## config.mk

```make
export PLATFORM = sky130hd
export DESIGN_NAME = mwuf_core
export DESIGN_NICKNAME = d
export VERILOG_FILES = /design/src/mwuf_pkg.sv /design/src/mwuf_core.sv
export SDC_FILE = /design/constraint.sdc
export NUM_CORES = 1
export LEC_CHECK = 0
export ABC_AREA = 1
export BUFFER_PORTS_ARGS = -buffer_cell sky130_fd_sc_hd__buf_4
export CAP_MARGIN = 10
export CORE_MARGIN = 8
export CORE_UTILIZATION = 60
export DETAILED_ROUTE_END_ITERATION = 16
export MAX_ROUTING_LAYER = met4
export PLACE_DENSITY = 0.91
export SLEW_MARGIN = 5
export SYNTH_ARGS = -nofsm -noshare
export SYNTH_HDL_FRONTEND = slang
export SYNTH_SLANG_ARGS = --single-unit
```

## constraint.sdc

```tcl
create_clock -name clk_i -period 6.9 [get_ports clk_i]
set_input_delay 0.69 -clock clk_i [delete_from_list [all_inputs] [get_ports clk_i]]
set_output_delay 0.69 -clock clk_i [all_outputs]
set_load 0.01 [all_outputs]
```

## src/mwuf_pkg.sv

```systemverilog
package mwuf_pkg;

  localparam int DEF_MAX_ROWS = 32;
  localparam int DEF_MAX_COLS = 32;

  // configuration port
  localparam int CFG_W     = 6;
  localparam int REG_IDX_W = 1;
  localparam logic [REG_IDX_W-1:0] REG_CELL_ROWS = 1'd0;
  localparam logic [REG_IDX_W-1:0] REG_CELL_COLS = 1'd1;
  localparam logic [CFG_W-1:0] CELL_ROWS_RESET = 6'd16;
  localparam logic [CFG_W-1:0] CELL_COLS_RESET = 6'd16;

  // wide enough for a 6-bit register and a bound up to 1023
  localparam int CMP_W = 10;

  localparam int COORD_W = 5;
  localparam int WALL_W  = 6;

  localparam logic OP_EAST  = 1'b0;
  localparam logic OP_SOUTH = 1'b1;

  // grid size after clamping to the build bounds
  typedef struct packed {
    logic [CMP_W-1:0] rows;
    logic [CMP_W-1:0] cols;
  } cfg_t;

endpackage

```

## src/mwuf_core.sv

```systemverilog
module mwuf_core #(
  parameter int MAX_ROWS = mwuf_pkg::DEF_MAX_ROWS,
  parameter int MAX_COLS = mwuf_pkg::DEF_MAX_COLS,
  localparam int NCELLS  = MAX_ROWS * MAX_COLS,
  localparam int IDXW    = $clog2(NCELLS)
) (
  input  logic                         clk_i,
  input  logic                         rst_ni,
  input  mwuf_pkg::cfg_t               cfg_i,
  input  logic                         in_valid_i,
  output logic                         in_ready_o,
  input  logic                         op_i,
  input  logic [mwuf_pkg::COORD_W-1:0] cell_row_i,
  input  logic [mwuf_pkg::COORD_W-1:0] cell_col_i,
  output logic                         out_valid_o,
  input  logic                         out_ready_i,
  output logic                         opened_o,
  output logic                         no_wall_o,
  output logic [mwuf_pkg::WALL_W-1:0]  wall_row_o,
  output logic [mwuf_pkg::WALL_W-1:0]  wall_col_o,
  output logic                         ram_we_o,
  output logic [IDXW-1:0]              ram_waddr_o,
  output logic [IDXW-1:0]              ram_wdata_o,
  output logic [IDXW-1:0]              ram_raddr_o,
  input  logic [IDXW-1:0]              ram_rdata_i
);

  localparam logic [IDXW-1:0] IDX_LAST = IDXW'(NCELLS - 1);
  localparam logic [IDXW-1:0] COL_STEP = IDXW'(MAX_COLS);
  localparam int CW = mwuf_pkg::CMP_W;

  typedef enum logic [4:0] {
    ST_CLEAR  = 5'b00001,
    ST_IDLE   = 5'b00010,
    ST_WALK_A = 5'b00100,
    ST_WALK_B = 5'b01000,
    ST_RESP   = 5'b10000
  } state_e;

  state_e state_q, state_d;
  logic [IDXW-1:0] clr_q, clr_d;
  logic [IDXW-1:0] x_q, x_d;
  logic [IDXW-1:0] ra_q, ra_d;
  logic [IDXW-1:0] there_q, there_d;
  logic res_opened_q, res_opened_d;
  logic res_no_wall_q, res_no_wall_d;
  logic [mwuf_pkg::WALL_W-1:0] res_row_q, res_row_d;
  logic [mwuf_pkg::WALL_W-1:0] res_col_q, res_col_d;
  logic out_valid_q, out_valid_d;
  logic out_opened_q, out_opened_d;
  logic out_no_wall_q, out_no_wall_d;
  logic [mwuf_pkg::WALL_W-1:0] out_row_q, out_row_d;
  logic [mwuf_pkg::WALL_W-1:0] out_col_q, out_col_d;

  logic [CW-1:0]   r_w, c_w;
  logic            flag;
  logic [IDXW-1:0] here, there;

  // edge and range check on the incoming cell
  always_comb begin
    r_w  = CW'(cell_row_i);
    c_w  = CW'(cell_col_i);
    flag = (r_w >= cfg_i.rows) || (c_w >= cfg_i.cols);
    if (op_i == mwuf_pkg::OP_EAST) begin
      flag = flag || (c_w + CW'(1) >= cfg_i.cols);
    end else begin
      flag = flag || (r_w + CW'(1) >= cfg_i.rows);
    end
  end

  assign here  = IDXW'(IDXW'(cell_row_i) * COL_STEP) + IDXW'(cell_col_i);
  assign there = (op_i == mwuf_pkg::OP_EAST) ? here + IDXW'(1) : here + COL_STEP;

  assign in_ready_o = (state_q == ST_IDLE);

  always_comb begin
    state_d       = state_q;
    clr_d         = clr_q;
    x_d           = x_q;
    ra_d          = ra_q;
    there_d       = there_q;
    res_opened_d  = res_opened_q;
    res_no_wall_d = res_no_wall_q;
    res_row_d     = res_row_q;
    res_col_d     = res_col_q;
    out_valid_d   = out_valid_q;
    out_opened_d  = out_opened_q;
    out_no_wall_d = out_no_wall_q;
    out_row_d     = out_row_q;
    out_col_d     = out_col_q;
    ram_we_o      = 1'b0;
    ram_waddr_o   = x_q;
    ram_wdata_o   = ra_q;
    ram_raddr_o   = x_q;

    if (out_valid_q && out_ready_i) begin
      out_valid_d = 1'b0;
    end

    case (state_q)
      ST_CLEAR: begin
        // identity fill of the parent store after reset
        ram_we_o    = 1'b1;
        ram_waddr_o = clr_q;
        ram_wdata_o = clr_q;
        clr_d       = clr_q + IDXW'(1);
        if (clr_q == IDX_LAST) begin
          state_d = ST_IDLE;
        end
      end
      ST_IDLE: begin
        if (in_valid_i) begin
          if (flag) begin
            res_opened_d  = 1'b0;
            res_no_wall_d = 1'b1;
            res_row_d     = '0;
            res_col_d     = '0;
            state_d       = ST_RESP;
          end else begin
            ram_raddr_o   = here;
            x_d           = here;
            there_d       = there;
            res_no_wall_d = 1'b0;
            res_row_d     = {cell_row_i, (op_i == mwuf_pkg::OP_SOUTH)};
            res_col_d     = {cell_col_i, (op_i == mwuf_pkg::OP_EAST)};
            state_d       = ST_WALK_A;
          end
        end
      end
      ST_WALK_A: begin
        // read data holds parent of x_q
        if (ram_rdata_i == x_q) begin
          ra_d        = x_q;
          x_d         = there_q;
          ram_raddr_o = there_q;
          state_d     = ST_WALK_B;
        end else begin
          x_d         = ram_rdata_i;
          ram_raddr_o = ram_rdata_i;
        end
      end
      ST_WALK_B: begin
        if (ram_rdata_i == x_q) begin
          // link neighbor root under the named cell's root
          res_opened_d = (x_q != ra_q);
          ram_we_o     = (x_q != ra_q);
          ram_waddr_o  = x_q;
          ram_wdata_o  = ra_q;
          state_d      = ST_RESP;
        end else begin
          x_d         = ram_rdata_i;
          ram_raddr_o = ram_rdata_i;
        end
      end
      ST_RESP: begin
        if (!out_valid_q || out_ready_i) begin
          out_valid_d   = 1'b1;
          out_opened_d  = res_opened_q;
          out_no_wall_d = res_no_wall_q;
          out_row_d     = res_row_q;
          out_col_d     = res_col_q;
          state_d       = ST_IDLE;
        end
      end
      default: begin
        state_d = ST_CLEAR;
        clr_d   = '0;
      end
    endcase
  end

  always_ff @(posedge clk_i or negedge rst_ni) begin
    if (!rst_ni) begin
      state_q     <= ST_CLEAR;
      clr_q       <= '0;
      out_valid_q <= 1'b0;
    end else begin
      state_q     <= state_d;
      clr_q       <= clr_d;
      out_valid_q <= out_valid_d;
    end
  end

  always_ff @(posedge clk_i) begin
    x_q           <= x_d;
    ra_q          <= ra_d;
    there_q       <= there_d;
    res_opened_q  <= res_opened_d;
    res_no_wall_q <= res_no_wall_d;
    res_row_q     <= res_row_d;
    res_col_q     <= res_col_d;
    out_opened_q  <= out_opened_d;
    out_no_wall_q <= out_no_wall_d;
    out_row_q     <= out_row_d;
    out_col_q     <= out_col_d;
  end

  assign out_valid_o = out_valid_q;
  assign opened_o    = out_opened_q;
  assign no_wall_o   = out_no_wall_q;
  assign wall_row_o  = out_row_q;
  assign wall_col_o  = out_col_q;

endmodule

```

### Yosys cells after proc, flatten, opt, wreduce, memory -nomap -nowiden

Index checks and enable logic that the tools add are counted.

* register bits: 74
* latch bits: 0
* RAM bits: 0
* memory bits (read-only): 0
* input bits: 45
* output and inout bits: 47
* memories: 0

* add/subtract/negate cells: 6
* $mul: 0
* div/mod/pow operators: 0
* order comparisons: 4
* equal/unequal tests: 14
* shift operators: 0
* mux-type cells: 27
* bitwise gates (word level): 2
* reductions and logical operators: 14

Operator list (count)
* two-way mux 10 bit: 7
* two-way mux 5 bit: 6
* one-hot mux 10 bit (3 select lines): 1
* one-hot mux 5 bit (5 select lines): 1
* adder 10 x 1 -> 10 bit (second input constant): 2
* greater-or-equal comparator 5 x 10 -> 1 bit: 2
* greater-or-equal comparator 6 x 10 -> 1 bit: 2
* one-hot mux 10 bit (2 select lines): 1
* adder 5 x 1 -> 6 bit (second input constant): 2
* adder 10 x 5 -> 10 bit: 1
* adder 10 x 6 -> 10 bit (second input constant): 1
* == test 10 bit: 1
* == test 10 bit (second input constant): 1
* inequality test 10 bit: 1
* inequality test 2 bit (second input constant): 5
* two-way mux 1 bit: 9
* AND reduction 2 bit: 3
* == test 5 x 1 -> 1 bit (second input constant): 1
* == test 5 x 2 -> 1 bit (second input constant): 1
* == test 5 x 3 -> 1 bit (second input constant): 1
* == test 5 x 4 -> 1 bit (second input constant): 1
* == test 5 bit (second input constant): 1
* AND reduction 5 bit: 1
* logical OR 1 bit: 4
* 9 further kinds: 11

### Logic depth before layout (Yosys ltp)

Gate-level depths: netlist of run 1.

* word-level depth: 7
* mapped depth: 19

### Least setup slack after synthesis of run 1

OpenSTA, ideal clock, no wires.

* path kind: input to output
* from: input cell_row_i[0] (netlist bit)
* to: output ram_raddr_o[2]
* arrival time: 2.511 ns
* required time: 6.210 ns
* setup slack: 3.699 ns
* cell stages on the path: 16
* buffers on the path: 1
* cell sequence: inv_1 -> nor3_1 -> xor2_1 -> inv_1 -> ha_1 -> nand2_1 -> nand2_1 -> a21oi_1 -> nand2_1 -> nand2_1 -> nand2_1 -> nand2_1 -> buf_2 -> nand3_2 -> nand3_1 -> nand4_1

* word-level cells in the longest chain between the ends: 7
* elaborated cells between the ends (all ways): 10
* those cells by class: 1 x add/sub; 2 x order compare; 4 x mux; 3 x reduce/logical

Ends and longest elaborated chain
* from (decl): line mwuf_core.sv:13 `input logic [mwuf_pkg::COORD_W-1:0] cell_row_i,`
* adder 5 x 1 -> 6 bit or greater-or-equal comparator 5 x 10 -> 1 bit (tied branches): line mwuf_core.sv:67, mwuf_core.sv:63
* greater-or-equal comparator 6 x 10 -> 1 bit or logical OR 1 bit (tied branches): line mwuf_core.sv:67, mwuf_core.sv:63
* logical OR 1 bit, on equally long branches: line mwuf_core.sv:67, mwuf_core.sv:65
* two-way mux 1 bit (*): line mwuf_core.sv:64 `if (op_i == mwuf_pkg::OP_EAST) begin`
* two-way mux 10 bit (*): line mwuf_core.sv:113 `if (flag) begin`
* two-way mux 10 bit (*): line mwuf_core.sv:112 `if (in_valid_i) begin`
* one-hot mux 10 bit (3 select lines) (*)
* to (decl): line mwuf_core.sv:24 `output logic [IDXW-1:0] ram_raddr_o,`

Mark *: on every way between the ends. The rest lies on a longest branch, timed or not.

### Final worst setup path of run 1

* from: input cell_row_i[0] (netlist bit)
* to: output ram_raddr_o[1]

Same word-level chain as after synthesis.

==> results of run 1 <==
==> metrics by stage <==
step / instance area [um2] / hold WS, ns / instances / setup slack (ns)
floorplan: 4420 / 0.394 / 544 / 3.70
global placement: 5200 / 0.403 / 726 / 2.99
detailed placement: 5200 / 0.405 / 726 / 2.75
CTS: 5400 / 0.180 / 742 / 2.75
global route: 5410 / 0.187 / 743 / 2.38
finish: 5410 / 0.184 / 743 / 2.62
==> critical path, cell delays in order <==
cell and delay (ns):
buf_4 0.13, inv_1 0.08, nor3_1 0.38, xor2_1 0.20, inv_1 0.06, ha_1 0.29
nand2_1 0.07, nand2_1 0.05, a21oi_1 0.13, nand2_1 0.07, nand2_1 0.07, nand2_1 0.05
nand2_1 0.30, nand2_1 0.37, nor2_1 0.25, nand2_1 0.07, nand3_1 0.16, buf_4 0.15
==> layout by cell type, fill, tap and decap left out, types with 2 or more instances in the layout <==
cell / Yosys / final
nand2_1: 141 / 141
buf_4: 0 / 91
inv_1: 82 / 82
edfxtp_1: 48 / 48
nor2_1: 44 / 44
nand3_1: 32 / 32
o21ai_0: 29 / 29
ha_1: 25 / 25
xor2_1: 21 / 21
nand4_1: 18 / 18
a21oi_1: 18 / 18
dfrtp_1: 15 / 15
nor3_1: 10 / 10
clkbuf_8: 0 / 10
dfxtp_1: 10 / 10
inv_2: 8 / 8
nand2_2: 5 / 5
nor2_2: 4 / 4
nor4_1: 4 / 4
o21ai_1: 4 / 4
o21bai_1: 3 / 3
clkinv_2: 0 / 3
nand4_2: 2 / 2
a21oi_2: 2 / 2
nor2_4: 2 / 2
nand3_2: 2 / 2
==> how the worst max path moves through the flow <==
stage                        from              to  slack, ns
floorplan           cell_row_i[0]  ram_raddr_o[2]       3.70
global route        cell_row_i[0]  ram_raddr_o[1]       2.38
global placement    cell_row_i[0]  ram_raddr_o[1]       2.99
detailed placement  cell_row_i[0]  ram_raddr_o[1]       2.75
finish              cell_row_i[0]  ram_raddr_o[1]       2.62
CTS                 cell_row_i[0]  ram_raddr_o[1]       2.75
==> power groups by stage <==
stage / combinational [mW] / sequential [mW] / clock, mW
6_report: 0.695 / 0.630 / 0.332
4_1_cts: 0.678 / 0.626 / 0.332
2_1_floorplan: 0.385 / 0.611 / 0
3_3_place_gp: 0.655 / 0.633 / 0
3_5_place_dp: 0.672 / 0.636 / 0
5_1_grt: 0.758 / 0.638 / 0.350
==> final cells by class <==
cell class                      count  share of cell area (%)
Clock buffer                       10                    2.55
Clock inverter                      6                    1.04
Inverter                           90                    6.25
Multi-Input combinational cell    372                    37.2
Sequential cell                    74                    37.8
Tap cell                           99                    2.29
Timing Repair Buffer               92                    12.8
==> registers in the layout, indices dropped and copies added (netlist names), 6 cells and up <==
signal,count
ra_q,10
there_q,10
res_row_q,6
x_q,10
wall_col_o,6
res_col_q,6
clr_q,10
wall_row_o,6
==> per-layer routing <==
metal	global-route usage, %	vias to the layer above	routed length, um
li1	-	1966	-
met4	10.3	0	358
met2	40.1	270	5770
met5	-	-	0
met1	29.7	1918	4850
met3	5.18	39	1170
==> cells by family after synthesis <==
family / after synthesis / synth area share, %
AO/OA/AOI/OAI: 58 / 6.96
XOR/XNOR: 22 / 4.36
adder cells (fa/ha/maj): 25 / 7.07
buffers and inverters: 98 / 8.49
flip-flops: 74 / 46.2
AND/OR/NAND/NOR: 267 / 26.9
==> results by group, run 1 <==
Power and ir drop
  • Psw: 647 uW
  • Pint: 1.01 mW
  • Sequential power share: 38.0%
  • Power Dens Cells: 306 nW/um2
  • Logic pwr share: 41.9%
  • Switching Fraction: 39.1%
  • Clock network power share: 20.0%
  • Final total power: 1.66 mW
  • Lkg Pwr: 2.62 nW
  • Peak VDD IR: 0.202 mV

Worst hold path
  • Hold WC Path Type: input pin to asynchronous set/reset pin

Critical path
  • Worst EP required: 6.21 ns
  • Startpoint types: input pin
  • Worst r2r src: state_q[2]
  • FF-to-FF End: there_q[2]
  • Setup CP Type: input pin to primary output
  • Critical Path Sink Type: primary output
  • Crit path max fanout: 13
  • Arrival @ worst endpoint: 3.59 ns
  • Register-to-register setup slack: 4.43 ns
  • Reg2reg path depth: 5

Run status
  • Status: finished, final reports clean

Routing
  • Detailed Routing Iterations Pass 1: 6
  • DRC Markers: 0
  • Via Count: 4193
  • 1st-iter DRT viols: 385
  • Post-Route WL: 12.1 mm
  • WL/cell: 16.3 um
  • Via density: 5.64
  • Antenna viol nets, final: 0

GRT
  • Total GRT Usage: 24.9%
  • Initial antenna violation count: 0
  • Vias in the first global route: 4085
  • Largest net degree at the start of global routing: 31
  • Wire length of the first global-routing pass: 19.5 mm
  • Grt total ovfl: 0

Synthesis
  • Yosys cell types: 32
  • Synth top area share: 32.6%
  • Synth area leaders: edfxtp_1 (33%), nand2_1 (12%), dfrtp_1 (8.5%)
  • Syn. warnings: 0
  • Syn_nets: 614
  • Post-synthesis register bit count: 74
  • Mapped cell area: 4420 um2
  • Top_reg_cell synth: edfxtp_1
  • EDFF count, synth: 48
  • Synth cell count leaders: nand2_1 (141), inv_1 (82), edfxtp_1 (48), nor2_1 (44), nand3_1 (32)
  • Register area share after synthesis: 46.2%
  • Async SR Flop Fraction: 21.6%
  • Dominant cell by count in the synthesized netlist: nand2_1
  • Cell count after synthesis: 544
  • Mapped Avg Cell Area: 8.13 um2
  • Largest area contributor in the netlist: edfxtp_1

Timing
  • Fin. Hold Viols: 0
  • Setup violators final: 0
  • RSZ-0062 raised after global routing: no
  • Fmax: 0.234 GHz
  • Worst Skew: 0.0109 ns
  • Final slew viol count: 0
  • Slew @ Worst Pin: 1.05 ns
  • Relative slew slack: 29.6%
  • Final period util: 62.1%
  • Post-Route Setup TNS: 0 ns
  • Final min period: 4.28 ns

Final layout
  • Fillers: 518
  • Layout cells sized above 1: 20.8%
  • Final design utilization: 74.9%
  • NumNets Final: 709
  • Multi-input logic area: 2010 um2
  • Antenna Cells: 0
  • Register area: 2040 um2
  • Area grow syn2layout: 22.2%

Placed design
  • I/O Buffers: 91
  • RD Place Congestion: 1.05
  • Post-DP HPWL: 9.38 mm

Clock network
  • Post-CTS Hold Fix Bufs: 0
  • Post-CTS Resized: 0
  • CTS tree: done
  • Postcts setup bufs: 0
  • H-tree lvl count: 3
  • CTS Sinks: 74
  • TritonCTS Buffers: 9
  • Clock Latency Late Sink: 0.35 ns
  • Clock Path Buffers: 2
  • Clk slew on worst S/H paths: 0.08 ns
  • Root Buffer: clkbuf_8

Job
  • Max Cap Viol: 0

Floorplanning
  • CORE AREA: 7210 um2
  • Height of the die: 102 um
  • IO Pins: 92
  • DIE AREA: 10400 um2
  • Row count: 31
  • Die X: 102 um
  • Initial core utilization: 61.3%
Power figures use the tool's default switching activity.
==> run 2: changes to the inputs <==
- ABC_AREA: 1 -> 0
- CORE_UTILIZATION: 60 -> 55
- PLACE_DENSITY: 0.91 -> 0.85
- clock period: 6.9 -> 4.45 ns (I/O delays scaled with it)
==> results by group, run 2 <==
Timing
  • Fmax: 0.290 GHz
  • Fin. Hold Viols: 0
  • RSZ-0062 raised after global routing: no
  • Final slew viol count: 0
  • Fin worst setup slack: 1.01 ns
  • Post-Route Setup TNS: 0 ns
  • Final period util: 77.4%
  • Final min period: 3.44 ns
  • Relative slew slack: 21.1%
  • Setup violators final: 0
  • Worst Skew: 0.00840 ns
  • Slew @ Worst Pin: 1.18 ns

Clock network
  • Postcts setup bufs: 0
  • Clock Path Buffers: 2
  • H-tree lvl count: 3
  • TritonCTS Buffers: 9
  • Root Buffer: clkbuf_8
  • CTS tree: done
  • Clk slew on worst S/H paths: 0.08 ns
  • Post-CTS Resized: 0
  • Clock Latency Late Sink: 0.34 ns
  • CTS Sinks: 74

Job
  • Max Cap Viol: 0

Critical path
  • Critical Path Sink: ram_raddr_o[0]
  • Crit path max fanout: 20
  • Setup CP Type: input pin to primary output
  • Worst EP required: 4.01 ns
  • Register-to-register setup slack: 1.94 ns
  • Arrival @ worst endpoint: 3.00 ns
  • Crit path from: cell_col_i[0]
  • Reg2reg path depth: 6
  • Startpoint types: input pin
  • Worst r2r src: state_q[3]
  • FF-to-FF End: clr_q[7]
  • Critical Path Sink Type: primary output

Floorplanning
  • Row count: 32
  • Die X: 105 um
  • CORE AREA: 7650 um2
  • DIE AREA: 10900 um2
  • Initial core utilization: 56.4%
  • IO Pins: 92
  • Height of the die: 105 um

GRT
  • Wire length of the first global-routing pass: 17.6 mm
  • Largest net degree at the start of global routing: 22
  • Initial antenna violation count: 0
  • Total GRT Usage: 20.2%
  • Met1 usage: 22.9%
  • Gr busiest metal: met2
  • Vias in the first global route: 3618
  • Met3 Usage GRT: 2.76%
  • Met2 usage: 34.7%
  • Grt total ovfl: 0

Synthesis
  • Top_reg_cell synth: edfxtp_1
  • Yosys cell types: 69
  • Synth area leaders: edfxtp_1 (33%), dfrtp_1 (8.7%), ha_1 (7.3%)
  • Syn_nets: 490
  • Mapped Avg Cell Area: 10.3 um2
  • Cell count after synthesis: 420
  • Mapped cell area: 4310 um2
  • Synth top area share: 33.4%
  • Syn. warnings: 0
  • EDFF count, synth: 48
  • Synth cell count leaders: nand2_1 (72), edfxtp_1 (48), nor2_1 (29), xnor2_1 (26), ha_1 (25)
  • Largest area contributor in the netlist: edfxtp_1
  • Register area share after synthesis: 47.4%
  • Dominant cell by count in the synthesized netlist: nand2_1
  • Post-synthesis register bit count: 74
  • Async SR Flop Fraction: 21.6%

Routing
  • Detailed Routing Iterations Pass 1: 6
  • 1st-iter DRT viols: 286
  • Post-Route WL: 10.9 mm
  • Via density: 5.87
  • DRC Markers: 0
  • Antenna viol nets, final: 0
  • Via Count: 3637
  • WL/cell: 17.6 um

Final layout
  • NumNets Final: 583
  • Fillers: 581
  • Layout cells sized above 1: 25.5%
  • Area grow syn2layout: 22.6%
  • Most frequent cells in the layout: buf_4 (93), nand2_1 (72), edfxtp_1 (48)
  • Antenna Cells: 0
  • Most common cell after layout, fill and taps aside: buf_4

Run status
  • Status: finished, final reports clean

Power and ir drop
  • Power Dens Cells: 461 nW/um2
  • Peak VDD IR: 0.193 mV
  • Lkg Pwr: 2.32 nW

Worst hold path
  • Hold WC Path Type: flop to flop

Placed design
  • RD Place Congestion: 0.935
  • I/O Buffers: 91
  • Post-placement setup slack: 1.07 ns
  • Post-DP HPWL: 8.54 mm
==> run 2: cell types whose count changed in the layout (fill, tap and decap cells not counted), moves of 5 or more <==
cell / change
a21oi_1: -5
a222oi_1: +5
and2_1: +8
and3_1: +6
inv_1: -62
inv_2: -7
nand2_1: -69
nand3_1: -16
nand4_1: -15
nor2_1: -15
nor3_1: -7
o211ai_1: +6
o21ai_0: -20
xnor2_1: +25
==> run 2: power breakdown <==
| group | switching (mW) | internal (mW) | leakage, nW |
|---|---|---|---|
| clock | 0.247 | 0.261 | 0.0929 |
| combinational | 0.524 | 0.435 | 1.49 |
| sequential | 0.134 | 0.836 | 0.734 |
==> run 2: kinds of logic after synthesis <==
logic type | count (synthesis) | synth area share (%)
and+or+nand+nor | 176 | 21.6
DFF | 74 | 47.4
AOI/OAI and AO/OA | 66 | 11.3
xor gates and xnor gates | 43 | 8.73
buffers and inverters | 34 | 3.28
adders and majority gates | 25 | 7.25
muxes | 2 | 0.493
==> run 2: through the flow <==
step           hold WS, ns  util, %  area (um2)  std cells  total power, mW
2_1_floorplan        0.149        -        4310        420             1.51
3_3_place_gp         0.314     66.4        5080        603             1.91
3_5_place_dp         0.314     66.4        5080        603             1.94
4_1_cts              0.422     69.1        5290        620             2.45
5_1_grt              0.426     69.1        5290        620             2.56
6_report             0.421     69.1        5290        620             2.44
==> run 2: how the worst min path moves through the flow <==
stage	start	endpoint	slack, ns	cells after the start
after floorplan	rst_ni	clr_q[0]	0.15	0
after global placement	rst_ni	out_valid_o	0.31	1
after detailed placement	rst_ni	out_valid_o	0.31	1
after CTS	res_row_q[3]	wall_row_o[3]	0.42	0
after global routing	res_col_q[2]	wall_col_o[2]	0.43	0
final	res_col_q[2]	wall_col_o[2]	0.42	0
==> run 2: layout make-up <==
class	instances	area, um2	share of cell area (%)
clock buffer	10	128	2.41
inverter	22	83.8	1.59
timing repair buffer	94	708	13.4
clock inverter	6	67.6	1.28
multi-input combinational	312	2130	40.2
sequential	74	2040	38.7
tap	102	128	2.41
==> run 2: timing repair <==
| action | in CTS | in global routing |
|---|---|---|
| hold endpoints to repair | 15 | 0 |
| setup endpoints to repair | 0 | 0 |
| hold buffers | 1 | 0 |
==> run 2: metal layers <==
metal  vias to the layer above  routed length [um]  part of all wire (%)
li1                       1698                   -                     -
met1                      1711                4300                    39
met2                       201                5530                    51
met3                        27                 788                   7.2
met4                         0                 292                   2.7
met5                         -                   0                     0
==> run 2: worst max-delay path, stage by stage <==
cell,delay (ns)
buf_4,0.13
ha_1,0.25
nand3_1,0.14
xnor2_1,0.15
ha_1,0.29
nand4_1,0.11
nor4b_1,0.42
o31a_2,0.23
nor3_2,0.05
buf_4,0.20
a221o_1,0.40
buf_4,0.16
